<file path="src/hw/rtl/epcsv_pkg.sv">
// Shared types and constants of the edge-pair CSV parser.
package epcsv_pkg;

  localparam int unsigned LINE_COUNT_BITS = 32;
  localparam int unsigned ROW_COUNT_BITS  = 32;

  // Result queue depth (power of two, at least two results per word)
  localparam int unsigned FIFO_DEPTH = 4;
  localparam int unsigned FIFO_PTR_W = $clog2(FIFO_DEPTH);
  localparam int unsigned FIFO_CNT_W = $clog2(FIFO_DEPTH + 1);

  typedef enum logic [1:0] {
    KIND_EDGE    = 2'd0,
    KIND_ERROR   = 2'd1,
    KIND_SUMMARY = 2'd2
  } kind_e;

  typedef enum logic [3:0] {
    PH_HEADER, PH_HEADER_CR, PH_FIRST_LEAD, PH_FIRST_NEED, PH_FIRST_DIG,
    PH_FIRST_TRAIL, PH_SECOND_LEAD, PH_SECOND_NEED, PH_SECOND_DIG,
    PH_SECOND_TRAIL, PH_ROW_CR, PH_FINISHED, PH_FAILED
  } phase_e;

  localparam logic [4:0] ERR_NONE          = 5'd0;
  localparam logic [4:0] ERR_BOM           = 5'd1;
  localparam logic [4:0] ERR_HDR_BYTE      = 5'd2;
  localparam logic [4:0] ERR_AFTER_HDR     = 5'd3;
  localparam logic [4:0] ERR_LONE_CR       = 5'd4;
  localparam logic [4:0] ERR_NONCANON      = 5'd5;
  localparam logic [4:0] ERR_OVERFLOW      = 5'd6;
  localparam logic [4:0] ERR_BLANK_LINE    = 5'd7;
  localparam logic [4:0] ERR_MISSING_SRC   = 5'd8;
  localparam logic [4:0] ERR_QUOTE         = 5'd9;
  localparam logic [4:0] ERR_INVALID_SRC   = 5'd10;
  localparam logic [4:0] ERR_MINUS_ALONE   = 5'd11;
  localparam logic [4:0] ERR_MISSING_DFLD  = 5'd12;
  localparam logic [4:0] ERR_JUNK_SRC      = 5'd13;
  localparam logic [4:0] ERR_EXTRA_FIELD   = 5'd14;
  localparam logic [4:0] ERR_MISSING_DST   = 5'd15;
  localparam logic [4:0] ERR_INVALID_DST   = 5'd16;
  localparam logic [4:0] ERR_JUNK_DST      = 5'd17;
  localparam logic [4:0] ERR_ROW_OVF       = 5'd18;
  localparam logic [4:0] ERR_LINE_OVF      = 5'd19;
  localparam logic [4:0] ERR_EMPTY         = 5'd20;
  localparam logic [4:0] ERR_NO_HEADER     = 5'd21;
  localparam logic [4:0] ERR_BAD_LAST      = 5'd22;

  typedef struct packed {
    kind_e       kind;
    logic [31:0] edge_from;
    logic [31:0] edge_to;
    logic [31:0] line_number;
    logic [4:0]  error_code;
    logic [31:0] rows_delivered;
    logic        is_last;
  } result_t;

  // Results produced by one accepted word, r0 first
  typedef struct packed {
    logic    v0;
    logic    v1;
    result_t r0;
    result_t r1;
  } push_t;

endpackage

</file>
<file path="src/hw/rtl/epcsv_core.sv">
// Parser state machine: one word per cycle while step_i is high, up to two results.
module epcsv_core (
  input  logic             clk_i,
  input  logic             rst_ni,
  input  logic             step_i,
  input  logic             func_i,
  input  logic [7:0]       in_byte_i,
  output epcsv_pkg::push_t push_o
);

  localparam int unsigned LCB = epcsv_pkg::LINE_COUNT_BITS;
  localparam int unsigned RCB = epcsv_pkg::ROW_COUNT_BITS;

  localparam logic [7:0] CH_LF    = 8'h0A;
  localparam logic [7:0] CH_CR    = 8'h0D;
  localparam logic [7:0] CH_SP    = 8'h20;
  localparam logic [7:0] CH_TAB   = 8'h09;
  localparam logic [7:0] CH_MINUS = 8'h2D;
  localparam logic [7:0] CH_COMMA = 8'h2C;
  localparam logic [7:0] CH_QUOTE = 8'h22;
  localparam logic [7:0] CH_ZERO  = 8'h30;
  localparam logic [7:0] CH_NINE  = 8'h39;
  localparam logic [7:0] CH_BOM0  = 8'hEF;
  localparam logic [34:0] POS_LIMIT = 35'd2147483647;
  localparam logic [34:0] NEG_LIMIT = 35'd2147483648;

  typedef struct packed {
    logic [4:0]  code;
    logic        seen;
    logic        fdz;
    logic [31:0] acc;
  } digit_t;

  function automatic logic [7:0] hdr_char(input logic [2:0] pos);
    logic [7:0] c;
    case (pos)
      3'd0:    c = 8'h66; // f
      3'd1:    c = 8'h72; // r
      3'd2:    c = 8'h6F; // o
      3'd3:    c = 8'h6D; // m
      3'd4:    c = 8'h2C; // ,
      3'd5:    c = 8'h74; // t
      3'd6:    c = 8'h6F; // o
      default: c = 8'h00;
    endcase
    return c;
  endfunction

  // Accumulate one decimal digit with canonical-form and range checks
  function automatic digit_t digit_step(input logic neg, input logic seen,
                                        input logic fdz, input logic [31:0] acc,
                                        input logic [3:0] d);
    digit_t      r;
    logic [34:0] prod;
    logic [34:0] limit;
    prod  = {acc, 3'b000} + {2'b00, acc, 1'b0} + {31'd0, d};
    limit = neg ? NEG_LIMIT : POS_LIMIT;
    r.code = epcsv_pkg::ERR_NONE;
    r.seen = seen;
    r.fdz  = fdz;
    r.acc  = acc;
    if (!seen) begin
      if (neg && d == 4'd0) begin
        r.code = epcsv_pkg::ERR_NONCANON;
      end else begin
        r.seen = 1'b1;
        r.fdz  = (d == 4'd0);
      end
    end else if (fdz) begin
      r.code = epcsv_pkg::ERR_NONCANON;
    end
    if (r.code == epcsv_pkg::ERR_NONE) begin
      if (prod > limit) begin
        r.code = epcsv_pkg::ERR_OVERFLOW;
      end else begin
        r.acc = prod[31:0];
      end
    end
    return r;
  endfunction

  epcsv_pkg::phase_e phase_q, phase_d;
  logic [2:0]     hdr_pos_q, hdr_pos_d;
  logic [LCB-1:0] line_cnt_q, line_cnt_d;
  logic [RCB-1:0] row_cnt_q, row_cnt_d;
  logic           row_started_q, row_started_d;
  logic           neg_q, neg_d;
  logic           seen_q, seen_d;
  logic           fdz_q, fdz_d;
  logic [31:0]    acc_q, acc_d;
  logic [31:0]    held_src_q, held_src_d;
  logic [31:0]    held_dst_q, held_dst_d;

  logic        is_dig, is_pad, is_nl;
  logic [3:0]  dval;
  logic [31:0] num_val;
  digit_t      dig_cont, dig_new, dig_sel;
  logic        do_digit, dig_fresh, do_endline, do_end_deliver;
  logic        fail, line_two, emit_edge, emit_sum;
  logic [4:0]  fail_code;
  logic [31:0] line_lo, rows_lo;

  assign is_dig  = (in_byte_i >= CH_ZERO) && (in_byte_i <= CH_NINE);
  assign is_pad  = (in_byte_i == CH_SP) || (in_byte_i == CH_TAB);
  assign is_nl   = (in_byte_i == CH_LF) || (in_byte_i == CH_CR);
  assign dval    = 4'(in_byte_i - CH_ZERO);
  assign num_val = neg_q ? (32'd0 - acc_q) : acc_q;
  assign dig_cont = digit_step(neg_q, seen_q, fdz_q, acc_q, dval);
  assign dig_new  = digit_step(1'b0, 1'b0, 1'b0, 32'd0, dval);

  always_comb begin
    phase_d        = phase_q;
    hdr_pos_d      = hdr_pos_q;
    line_cnt_d     = line_cnt_q;
    row_cnt_d      = row_cnt_q;
    row_started_d  = row_started_q;
    neg_d          = neg_q;
    seen_d         = seen_q;
    fdz_d          = fdz_q;
    acc_d          = acc_q;
    held_src_d     = held_src_q;
    held_dst_d     = held_dst_q;
    do_digit       = 1'b0;
    dig_fresh      = 1'b0;
    do_endline     = 1'b0;
    do_end_deliver = 1'b0;
    fail           = 1'b0;
    fail_code      = epcsv_pkg::ERR_NONE;
    line_two       = 1'b0;
    emit_edge      = 1'b0;
    emit_sum       = 1'b0;
    dig_sel        = dig_cont;

    if (step_i && !func_i) begin
      case (phase_q)
        epcsv_pkg::PH_HEADER: begin
          if (hdr_pos_q != 3'd7) begin
            if (hdr_pos_q == 3'd0 && in_byte_i == CH_BOM0) begin
              fail = 1'b1; fail_code = epcsv_pkg::ERR_BOM;
            end else if (in_byte_i != hdr_char(hdr_pos_q)) begin
              fail = 1'b1; fail_code = epcsv_pkg::ERR_HDR_BYTE;
            end else begin
              hdr_pos_d = hdr_pos_q + 3'd1;
            end
          end else if (in_byte_i == CH_LF) begin
            line_cnt_d    = LCB'(2);
            row_started_d = 1'b0;
            phase_d       = epcsv_pkg::PH_FIRST_LEAD;
          end else if (in_byte_i == CH_CR) begin
            phase_d = epcsv_pkg::PH_HEADER_CR;
          end else begin
            fail = 1'b1; fail_code = epcsv_pkg::ERR_AFTER_HDR;
          end
        end
        epcsv_pkg::PH_HEADER_CR: begin
          if (in_byte_i != CH_LF) begin
            fail = 1'b1; fail_code = epcsv_pkg::ERR_LONE_CR;
          end else begin
            line_cnt_d    = LCB'(2);
            row_started_d = 1'b0;
            phase_d       = epcsv_pkg::PH_FIRST_LEAD;
          end
        end
        epcsv_pkg::PH_FIRST_LEAD, epcsv_pkg::PH_SECOND_LEAD: begin
          if (phase_q == epcsv_pkg::PH_FIRST_LEAD) begin
            row_started_d = 1'b1;
          end
          if (is_pad) begin
            // stay
          end else if (in_byte_i == CH_MINUS) begin
            neg_d   = 1'b1;
            seen_d  = 1'b0;
            fdz_d   = 1'b0;
            acc_d   = 32'd0;
            phase_d = (phase_q == epcsv_pkg::PH_FIRST_LEAD) ?
                      epcsv_pkg::PH_FIRST_NEED : epcsv_pkg::PH_SECOND_NEED;
          end else if (is_dig) begin
            neg_d     = 1'b0;
            do_digit  = 1'b1;
            dig_fresh = 1'b1;
            phase_d   = (phase_q == epcsv_pkg::PH_FIRST_LEAD) ?
                        epcsv_pkg::PH_FIRST_DIG : epcsv_pkg::PH_SECOND_DIG;
          end else if (phase_q == epcsv_pkg::PH_FIRST_LEAD) begin
            fail = 1'b1;
            if (is_nl)                        fail_code = epcsv_pkg::ERR_BLANK_LINE;
            else if (in_byte_i == CH_COMMA)   fail_code = epcsv_pkg::ERR_MISSING_SRC;
            else if (in_byte_i == CH_QUOTE)   fail_code = epcsv_pkg::ERR_QUOTE;
            else                              fail_code = epcsv_pkg::ERR_INVALID_SRC;
          end else begin
            fail = 1'b1;
            if (in_byte_i == CH_COMMA)        fail_code = epcsv_pkg::ERR_EXTRA_FIELD;
            else if (is_nl)                   fail_code = epcsv_pkg::ERR_MISSING_DST;
            else if (in_byte_i == CH_QUOTE)   fail_code = epcsv_pkg::ERR_QUOTE;
            else                              fail_code = epcsv_pkg::ERR_INVALID_DST;
          end
        end
        epcsv_pkg::PH_FIRST_NEED, epcsv_pkg::PH_SECOND_NEED: begin
          if (!is_dig) begin
            fail = 1'b1; fail_code = epcsv_pkg::ERR_MINUS_ALONE;
          end else begin
            do_digit = 1'b1;
            phase_d  = (phase_q == epcsv_pkg::PH_FIRST_NEED) ?
                       epcsv_pkg::PH_FIRST_DIG : epcsv_pkg::PH_SECOND_DIG;
          end
        end
        epcsv_pkg::PH_FIRST_DIG, epcsv_pkg::PH_FIRST_TRAIL: begin
          if (phase_q == epcsv_pkg::PH_FIRST_DIG && is_dig) begin
            do_digit = 1'b1;
          end else begin
            if (phase_q == epcsv_pkg::PH_FIRST_DIG) begin
              held_src_d = num_val;
            end
            if (in_byte_i == CH_COMMA) begin
              phase_d = epcsv_pkg::PH_SECOND_LEAD;
            end else if (is_pad) begin
              phase_d = epcsv_pkg::PH_FIRST_TRAIL;
            end else if (is_nl) begin
              fail = 1'b1; fail_code = epcsv_pkg::ERR_MISSING_DFLD;
            end else begin
              fail = 1'b1; fail_code = epcsv_pkg::ERR_JUNK_SRC;
            end
          end
        end
        epcsv_pkg::PH_SECOND_DIG, epcsv_pkg::PH_SECOND_TRAIL: begin
          if (phase_q == epcsv_pkg::PH_SECOND_DIG && is_dig) begin
            do_digit = 1'b1;
          end else begin
            if (phase_q == epcsv_pkg::PH_SECOND_DIG) begin
              held_dst_d = num_val;
            end
            if (is_pad) begin
              phase_d = epcsv_pkg::PH_SECOND_TRAIL;
            end else if (in_byte_i == CH_LF) begin
              do_endline = 1'b1;
            end else if (in_byte_i == CH_CR) begin
              phase_d = epcsv_pkg::PH_ROW_CR;
            end else if (in_byte_i == CH_COMMA) begin
              fail = 1'b1; fail_code = epcsv_pkg::ERR_EXTRA_FIELD;
            end else begin
              fail = 1'b1; fail_code = epcsv_pkg::ERR_JUNK_DST;
            end
          end
        end
        epcsv_pkg::PH_ROW_CR: begin
          if (in_byte_i != CH_LF) begin
            fail = 1'b1; fail_code = epcsv_pkg::ERR_LONE_CR;
          end else begin
            do_endline = 1'b1;
          end
        end
        default: begin
          // stopped: drop the word
        end
      endcase
    end else if (step_i && func_i) begin
      case (phase_q)
        epcsv_pkg::PH_HEADER: begin
          fail = 1'b1;
          if (hdr_pos_q == 3'd7) begin
            fail_code = epcsv_pkg::ERR_EMPTY;
            line_two  = 1'b1;
          end else begin
            fail_code = epcsv_pkg::ERR_NO_HEADER;
          end
        end
        epcsv_pkg::PH_HEADER_CR, epcsv_pkg::PH_ROW_CR: begin
          fail = 1'b1; fail_code = epcsv_pkg::ERR_LONE_CR;
        end
        epcsv_pkg::PH_FIRST_LEAD: begin
          if (row_started_q) begin
            fail = 1'b1; fail_code = epcsv_pkg::ERR_BAD_LAST;
          end else if (row_cnt_q == '0) begin
            fail = 1'b1; fail_code = epcsv_pkg::ERR_EMPTY;
          end else begin
            emit_sum = 1'b1;
            phase_d  = epcsv_pkg::PH_FINISHED;
          end
        end
        epcsv_pkg::PH_FIRST_NEED, epcsv_pkg::PH_SECOND_NEED: begin
          fail = 1'b1; fail_code = epcsv_pkg::ERR_MINUS_ALONE;
        end
        epcsv_pkg::PH_FIRST_DIG, epcsv_pkg::PH_FIRST_TRAIL: begin
          fail = 1'b1; fail_code = epcsv_pkg::ERR_MISSING_DFLD;
        end
        epcsv_pkg::PH_SECOND_LEAD: begin
          fail = 1'b1; fail_code = epcsv_pkg::ERR_MISSING_DST;
        end
        epcsv_pkg::PH_SECOND_DIG, epcsv_pkg::PH_SECOND_TRAIL: begin
          if (phase_q == epcsv_pkg::PH_SECOND_DIG) begin
            held_dst_d = num_val;
          end
          do_end_deliver = 1'b1;
        end
        default: begin
          // stopped: drop the word
        end
      endcase
    end

    if (do_digit) begin
      dig_sel = dig_fresh ? dig_new : dig_cont;
      if (dig_sel.code != epcsv_pkg::ERR_NONE) begin
        fail      = 1'b1;
        fail_code = dig_sel.code;
      end else begin
        seen_d = dig_sel.seen;
        fdz_d  = dig_sel.fdz;
        acc_d  = dig_sel.acc;
      end
    end

    if (do_endline) begin
      if (line_cnt_q == '1) begin
        fail = 1'b1; fail_code = epcsv_pkg::ERR_LINE_OVF;
      end else if (row_cnt_q == '1) begin
        fail = 1'b1; fail_code = epcsv_pkg::ERR_ROW_OVF;
      end else begin
        emit_edge     = 1'b1;
        row_cnt_d     = row_cnt_q + RCB'(1);
        line_cnt_d    = line_cnt_q + LCB'(1);
        row_started_d = 1'b0;
        phase_d       = epcsv_pkg::PH_FIRST_LEAD;
      end
    end

    if (do_end_deliver) begin
      if (row_cnt_q == '1) begin
        fail = 1'b1; fail_code = epcsv_pkg::ERR_ROW_OVF;
      end else begin
        emit_edge = 1'b1;
        emit_sum  = 1'b1;
        row_cnt_d = row_cnt_q + RCB'(1);
        phase_d   = epcsv_pkg::PH_FINISHED;
      end
    end

    if (fail) begin
      phase_d = epcsv_pkg::PH_FAILED;
    end
  end

  assign line_lo = 32'(64'(line_cnt_q));
  assign rows_lo = 32'(64'(row_cnt_d));

  // Assemble results: an edge comes first; a summary may follow it
  always_comb begin
    push_o.v0 = emit_edge || emit_sum || fail;
    push_o.v1 = emit_edge && emit_sum;

    push_o.r0.edge_from      = 32'd0;
    push_o.r0.edge_to        = 32'd0;
    push_o.r0.line_number    = 32'd0;
    push_o.r0.error_code     = epcsv_pkg::ERR_NONE;
    push_o.r0.rows_delivered = 32'd0;
    push_o.r0.is_last        = !(emit_edge && emit_sum);
    if (emit_edge) begin
      push_o.r0.kind        = epcsv_pkg::KIND_EDGE;
      push_o.r0.edge_from   = held_src_d;
      push_o.r0.edge_to     = held_dst_d;
      push_o.r0.line_number = line_lo;
    end else if (fail) begin
      push_o.r0.kind        = epcsv_pkg::KIND_ERROR;
      push_o.r0.line_number = line_two ? 32'd2 : line_lo;
      push_o.r0.error_code  = fail_code;
    end else begin
      push_o.r0.kind           = epcsv_pkg::KIND_SUMMARY;
      push_o.r0.rows_delivered = rows_lo;
    end

    push_o.r1.kind           = epcsv_pkg::KIND_SUMMARY;
    push_o.r1.edge_from      = 32'd0;
    push_o.r1.edge_to        = 32'd0;
    push_o.r1.line_number    = 32'd0;
    push_o.r1.error_code     = epcsv_pkg::ERR_NONE;
    push_o.r1.rows_delivered = rows_lo;
    push_o.r1.is_last        = 1'b1;
  end

  always_ff @(posedge clk_i or negedge rst_ni) begin
    if (!rst_ni) begin
      phase_q       <= epcsv_pkg::PH_HEADER;
      hdr_pos_q     <= 3'd0;
      line_cnt_q    <= LCB'(1);
      row_cnt_q     <= '0;
      row_started_q <= 1'b0;
      neg_q         <= 1'b0;
      seen_q        <= 1'b0;
      fdz_q         <= 1'b0;
      acc_q         <= 32'd0;
      held_src_q    <= 32'd0;
      held_dst_q    <= 32'd0;
    end else begin
      phase_q       <= phase_d;
      hdr_pos_q     <= hdr_pos_d;
      line_cnt_q    <= line_cnt_d;
      row_cnt_q     <= row_cnt_d;
      row_started_q <= row_started_d;
      neg_q         <= neg_d;
      seen_q        <= seen_d;
      fdz_q         <= fdz_d;
      acc_q         <= acc_d;
      held_src_q    <= held_src_d;
      held_dst_q    <= held_dst_d;
    end
  end

endmodule

</file>
<file path="src/hw/rtl/epcsv_fifo.sv">
// Result queue: takes up to two results per cycle, hands out one per cycle while out_ready_i is high.
module epcsv_fifo (
  input  logic                 clk_i,
  input  logic                 rst_ni,
  input  epcsv_pkg::push_t     push_i,
  output logic                 space_o,
  output logic                 out_valid_o,
  input  logic                 out_ready_i,
  output epcsv_pkg::result_t   out_o
);

  localparam int unsigned DEPTH = epcsv_pkg::FIFO_DEPTH;
  localparam int unsigned PW    = epcsv_pkg::FIFO_PTR_W;
  localparam int unsigned CW    = epcsv_pkg::FIFO_CNT_W;

  epcsv_pkg::result_t slot_q [DEPTH];
  logic [PW-1:0] wr_ptr_q, wr_ptr_d;
  logic [PW-1:0] rd_ptr_q, rd_ptr_d;
  logic [CW-1:0] cnt_q, cnt_d;
  logic [PW-1:0] wr_ptr_nxt;
  logic [1:0]    n_push;
  logic          pop;

  assign wr_ptr_nxt  = wr_ptr_q + PW'(1);
  assign n_push      = {1'b0, push_i.v0} + {1'b0, push_i.v1};
  assign out_valid_o = (cnt_q != '0);
  assign pop         = out_valid_o && out_ready_i;
  assign out_o       = slot_q[rd_ptr_q];
  // Room for the largest burst one word can cause
  assign space_o     = (cnt_q <= CW'(DEPTH - 2));

  always_comb begin
    wr_ptr_d = wr_ptr_q + PW'(n_push);
    rd_ptr_d = pop ? rd_ptr_q + PW'(1) : rd_ptr_q;
    cnt_d    = cnt_q + CW'(n_push) - CW'(pop);
  end

  always_ff @(posedge clk_i) begin
    if (push_i.v0) begin
      slot_q[wr_ptr_q] <= push_i.r0;
    end
    if (push_i.v1) begin
      slot_q[wr_ptr_nxt] <= push_i.r1;
    end
  end

  always_ff @(posedge clk_i or negedge rst_ni) begin
    if (!rst_ni) begin
      wr_ptr_q <= '0;
      rd_ptr_q <= '0;
      cnt_q    <= '0;
    end else begin
      wr_ptr_q <= wr_ptr_d;
      rd_ptr_q <= rd_ptr_d;
      cnt_q    <= cnt_d;
    end
  end

endmodule

</file>
<file path="src/hw/rtl/edge_pair_csv_parser.sv">
// Top level of the edge-pair CSV parser: stream ports, parser core, result queue.
//
//   channel  dir  tdata                              tuser       tlast
//   s_axis   in   in_byte[7:0]                       func        -
//   m_axis   out  edge_from, edge_to, line_number,   kind[1:0]   is_last
//                 error_code, rows_delivered
//
// One word is taken per cycle while s_axis_tready_o is high; each word is fully
// parsed in the cycle it is accepted, and its results land in a four-entry queue
// on the next edge. A result then reaches m_axis from the queue, behind older ones.
// End of input inside an unterminated last row yields two results (edge, summary);
// s_axis_tready_o drops only while the queue lacks room for two results.
// After an error or a summary, words are still accepted and dropped until reset.
// Reset puts the parser at the start of the header and empties the queue.
module edge_pair_csv_parser (
  input  logic          clk_i,
  input  logic          rst_ni,
  // Input words
  input  logic          s_axis_tvalid_i,
  output logic          s_axis_tready_o,
  input  logic [7:0]    s_axis_tdata_i,   // [7:0] in_byte
  input  logic          s_axis_tuser_i,   // [0] func: 1 = end of input
  // Result words
  output logic          m_axis_tvalid_o,
  input  logic          m_axis_tready_i,
  // [31:0] edge_from, [63:32] edge_to, [95:64] line_number,
  // [100:96] error_code, [132:101] rows_delivered, [135:133] zero
  output logic [135:0]  m_axis_tdata_o,
  output logic [1:0]    m_axis_tuser_o,   // [1:0] kind
  output logic          m_axis_tlast_o    // last result of the input word
);

  epcsv_pkg::push_t   push;
  epcsv_pkg::result_t head;
  logic               space;
  logic               accept;

  // Accept whenever the queue can absorb a worst-case burst
  assign s_axis_tready_o = space;
  assign accept          = s_axis_tvalid_i && space;

  epcsv_core u_core (
    .clk_i     (clk_i),
    .rst_ni    (rst_ni),
    .step_i    (accept),
    .func_i    (s_axis_tuser_i),
    .in_byte_i (s_axis_tdata_i),
    .push_o    (push)
  );

  epcsv_fifo u_fifo (
    .clk_i       (clk_i),
    .rst_ni      (rst_ni),
    .push_i      (push),
    .space_o     (space),
    .out_valid_o (m_axis_tvalid_o),
    .out_ready_i (m_axis_tready_i),
    .out_o       (head)
  );

  // Pack the head result onto the master side
  assign m_axis_tdata_o = {3'b000, head.rows_delivered, head.error_code,
                           head.line_number, head.edge_to, head.edge_from};
  assign m_axis_tuser_o = head.kind;
  assign m_axis_tlast_o = head.is_last;

endmodule

</file>
<file path="config.mk">
export PLATFORM = sky130hd
export DESIGN_NAME = edge_pair_csv_parser
export DESIGN_NICKNAME = d
export VERILOG_FILES = /design/src/hw/rtl/epcsv_pkg.sv /design/src/hw/rtl/epcsv_core.sv /design/src/hw/rtl/epcsv_fifo.sv /design/src/hw/rtl/edge_pair_csv_parser.sv
export SDC_FILE = /design/constraint.sdc
export NUM_CORES = 2
export LEC_CHECK = 0
export BUFFER_PORTS_ARGS = -buffer_cell sky130_fd_sc_hd__buf_4
export CAP_MARGIN = 10
export CORE_MARGIN = 2
export CORE_UTILIZATION = 56
export DETAILED_ROUTE_END_ITERATION = 6
export PLACE_DENSITY = 0.76
export SYNTH_ARGS = -nofsm -noshare
export SYNTH_HDL_FRONTEND = slang
export SYNTH_SLANG_ARGS = --single-unit
export TNS_END_PERCENT = 100
</file>
<file path="constraint.sdc">
create_clock -name clk_i -period 6.2 [get_ports clk_i]
set_input_delay 0.31 -clock clk_i [delete_from_list [all_inputs] [get_ports clk_i]]
set_output_delay 0.31 -clock clk_i [all_outputs]
set_load 0.02 [all_outputs]
</file>
==> flow_summary.yaml <==
final_layout:
  fillerInstances: 4522
  finalNonFillerCells: 4486
  design_area_um2: 42700
  diodes: 0
  fin_nets: 3704
  area_growth_pct: 20.7
  final_layout_size_suffix_gt1_share_pct: 20.1
sta:
  drv_slew: 0
  rsz0062_at_grt: "true"
  clock_skew_ns: 0.0218
  fmax_mhz: 159
  worstMarginPinSlew_ns: 1.16
  period_needed_ns: 6.30
  slew_headroom_pct: 22.7
  period_share_pct: 102
  fin_hold_ws_ns: 0.124
  hold_viol_final: 0
  setup_violations: 107
  fin_ws_ns: -0.0989
logic_synthesis:
  synth-async-reset-ratio_pct: 24.7
  yosysMostFrequentCell: "nand2_1"
  postSynthCellCount: 3323
  yosysSeqAreaShare_pct: 47.1
  synth.area.top_cells: "dfxtp_1 24%, dfrtp_1 13%, mux2i_1 12%, edfxtp_1 11%, mux4_2 8.7%"
  synth_top_area_share_pct: 23.6
  synth_top_area_cell: "dfxtp_1"
  ys_types: 84
  yosys_most_used_dff: "dfxtp_1"
  synth_edf_count: 128
  synth-seq-cells: 722
  synth_warnings: 0
  synth_common_cells: "604 x nand2_1, 423 x mux2i_1, 416 x dfxtp_1, 238 x nor2_1, 177 x dfrtp_1"
  syn_area_um2: 35300
  syn_avg_cell_area_um2: 10.6
route:
  drtIter0Drc: 2606
  vias: 27400
  firstDrtPassIters: 6
  drc_errors: 0
  post_drt_wl_per_cell_um: 22.1
  ant_nets: 0
  viasPerCell: 6.11
  drt_wl_total_mm: 99.0
setup_path:
  crit_required_ns: 6.74
  crit_type: "flip-flop to flip-flop"
  slowest_delay_ns: 0.54
  crit_fanout: 8
  path_cells: "fa_2 > fa_2 > a211oi_2 > o211ai_1 > nand3_1 > nand2_2 > a31o_2 > a21o_1 > a21oi_1 > xnor2_1 > ha_1 > a21o_1 > a221o_1 > a2111o_1 > o211ai_1 > a21oi_2 > or3_4 > o41a_4 > buf_8 > o21bai_4 > buf_12 > buf_12 > clkbuf_16 > mux2i_1"
  slowest_stage: "fa_2"
  arrival_ns: 6.84
  endpoint_kind: "flip-flop"
  startpoint_type: "flip-flop"
  crit_buf_inv: 4
  r2r_slack_ns: -0.1
  cp_top_family: "compound AO/OA/AOI/OAI gates"
cts:
  ctsHtreeMaxLevel: 3
  clk_latency_ns: 0.64
  clk_pin_slew_ns: 0.06
  numCtsBuffers: 76
  cts_root_buf: "clkbuf_16"
  cts_tree: "yes"
  cts_buffer_depth: 3
  cts.sinks: 722
die:
  fp-row-count: 92
  die_w_um: 255
  dieArea_um2: 65100
  num_io_pins: 154
  initial_utilization_pct: 56.3
  fp.dieH_um: 255
  core_um2: 62700
global_route:
  grt-ovfl-total: 0
  antenna_found_initial: 0
  gr-usage-met2_pct: 48.0
  grt.total_usage_pct: 28.4
  grt_pass1_wl_mm: 146
  grt_util_met3_pct: 3.57
  grt.busiest_layer: "met2"
  grt_use_met1_pct: 37.6
  grt_max_degree: 95
  grt_pass1_vias: 26400
placed_design:
  routabilityCongestion: 0.918
  pre_cts_slack_ns: -0.204
  place_inst: 4278
  dpl.hpwl_mm: 59.6
  placed_area_um2: 38300
  portBuffers: 150
power:
  total_power_mw: 13.9
  powerDensity_nw_per_um2: 326
  power.leakage_nw: 19.7
  vdd_drop_max_uv: 326
status:
  violations: "setup timing"
  status: "complete, but fails checks"
job:
  drv_cap: 0
hold_path:
  hp-class: "input port to flip-flop"
==> what timing repair did <==
action,in CTS,in global routing
endpoints found under the hold margin,88,0
gates resized for setup,9,97
cloned,1,42
buffers inserted,6,19
pin swaps,12,40
hold buffers,1,0
setup endpoints to repair,534,560
==> worst min-delay path, stage by stage <==
cell and delay [ns]:
buf_4 0.10, and2_1 0.20, xor2_1 0.09
==> per-stage QoR <==
stage          util (%)  TNS (ns)
6_report           68.0     -3.10
5_1_grt            68.0    -98.09
4_1_cts            65.5         0
3_5_place_dp       61.1    -54.74
3_3_place_gp       61.1    -13.88
2_1_floorplan         -         0
==> final cells by class <==
type                            instances  area, um2  share of cell area, %
Clock buffer                          114       2310                   5.41
Tap cell                              846       1060                   2.48
Inverter                               74        278                  0.651
Sequential cell                       722      16600                   39.0
Timing Repair Buffer                  392       4460                   10.4
Multi-Input combinational cell       2312      17600                   41.3
Clock inverter                         26        283                  0.663
==> final timing paths <==
path	cells after the start	start	end
setup / recovery	24	u_core.acc_q[0]	u_fifo.slot_q[3][85]
hold / removal	3	m_axis_tready_i	u_fifo.rd_ptr_q[0]
setup reg to reg	24	u_core.acc_q[0]	u_fifo.slot_q[3][85]
hold reg to reg	2	u_fifo.slot_q[1][100]	u_fifo.slot_q[1][100]
max in group asynchronous	3	rst_ni	u_core.hdr_pos_q[0]
min in group asynchronous	2	rst_ni	u_core.held_dst_q[22]
==> layer usage <==
metal  vias to the layer above  wire [um]  part of all wire [%]
met5                         -          0                     0
met4                         0       3240                   3.3
met3                       201       6320                   6.4
met2                      1062      48500                    49
met1                     13700      40900                    41
li1                      12400          -                     -
==> where the power goes <==
group / switching (mW) / leakage [nW] / internal [mW]
sequential: 0.440 / 6.91 / 5.17
clock: 1.96 / 1.27 / 2.76
combinational: 1.94 / 11.5 / 1.65
total: 4.34 / 19.7 / 9.58
==> sequential cells by signal, summed over array words and instances, names as in the netlist <==
signal,flops
u_core.acc_q,32
u_core.held_dst_q,32
u_core.held_src_q,32
u_core.hdr_pos_q,3
u_fifo.slot_q,544
u_core.line_cnt_q,32
u_fifo.rd_ptr_q,2
u_core.seen_q,1
u_fifo.cnt_q,3
u_fifo.wr_ptr_q,2
u_core.row_started_q,1
u_core.fdz_q,1
u_core.phase_q,4
u_core.neg_q,1
u_core.row_cnt_q,32
==> cell families after synthesis <==
logic type	Yosys count	synth area share (%)
compound gates	426	8.00
flops	722	47.1
mux	560	20.7
fa+ha+maj	113	4.07
other cells	1	0.0106
buf+inv	291	4.00
xor+xnor	99	2.45
simple gates	1111	13.7
==> cell usage in the layout (no fill, tap or decap), types with 106 or more instances in the layout <==
cell type | synthesis | routed
buf_4 | 18 | 274
clkbuf_16 | 0 | 115
dfrtp_1 | 177 | 174
dfxtp_1 | 416 | 416
edfxtp_1 | 128 | 128
ha_1 | 110 | 106
mux2i_1 | 423 | 416
mux4_2 | 136 | 136
nand2_1 | 604 | 596
nor2_1 | 238 | 237
No activity file was read; power rests on OpenSTA's default activity.
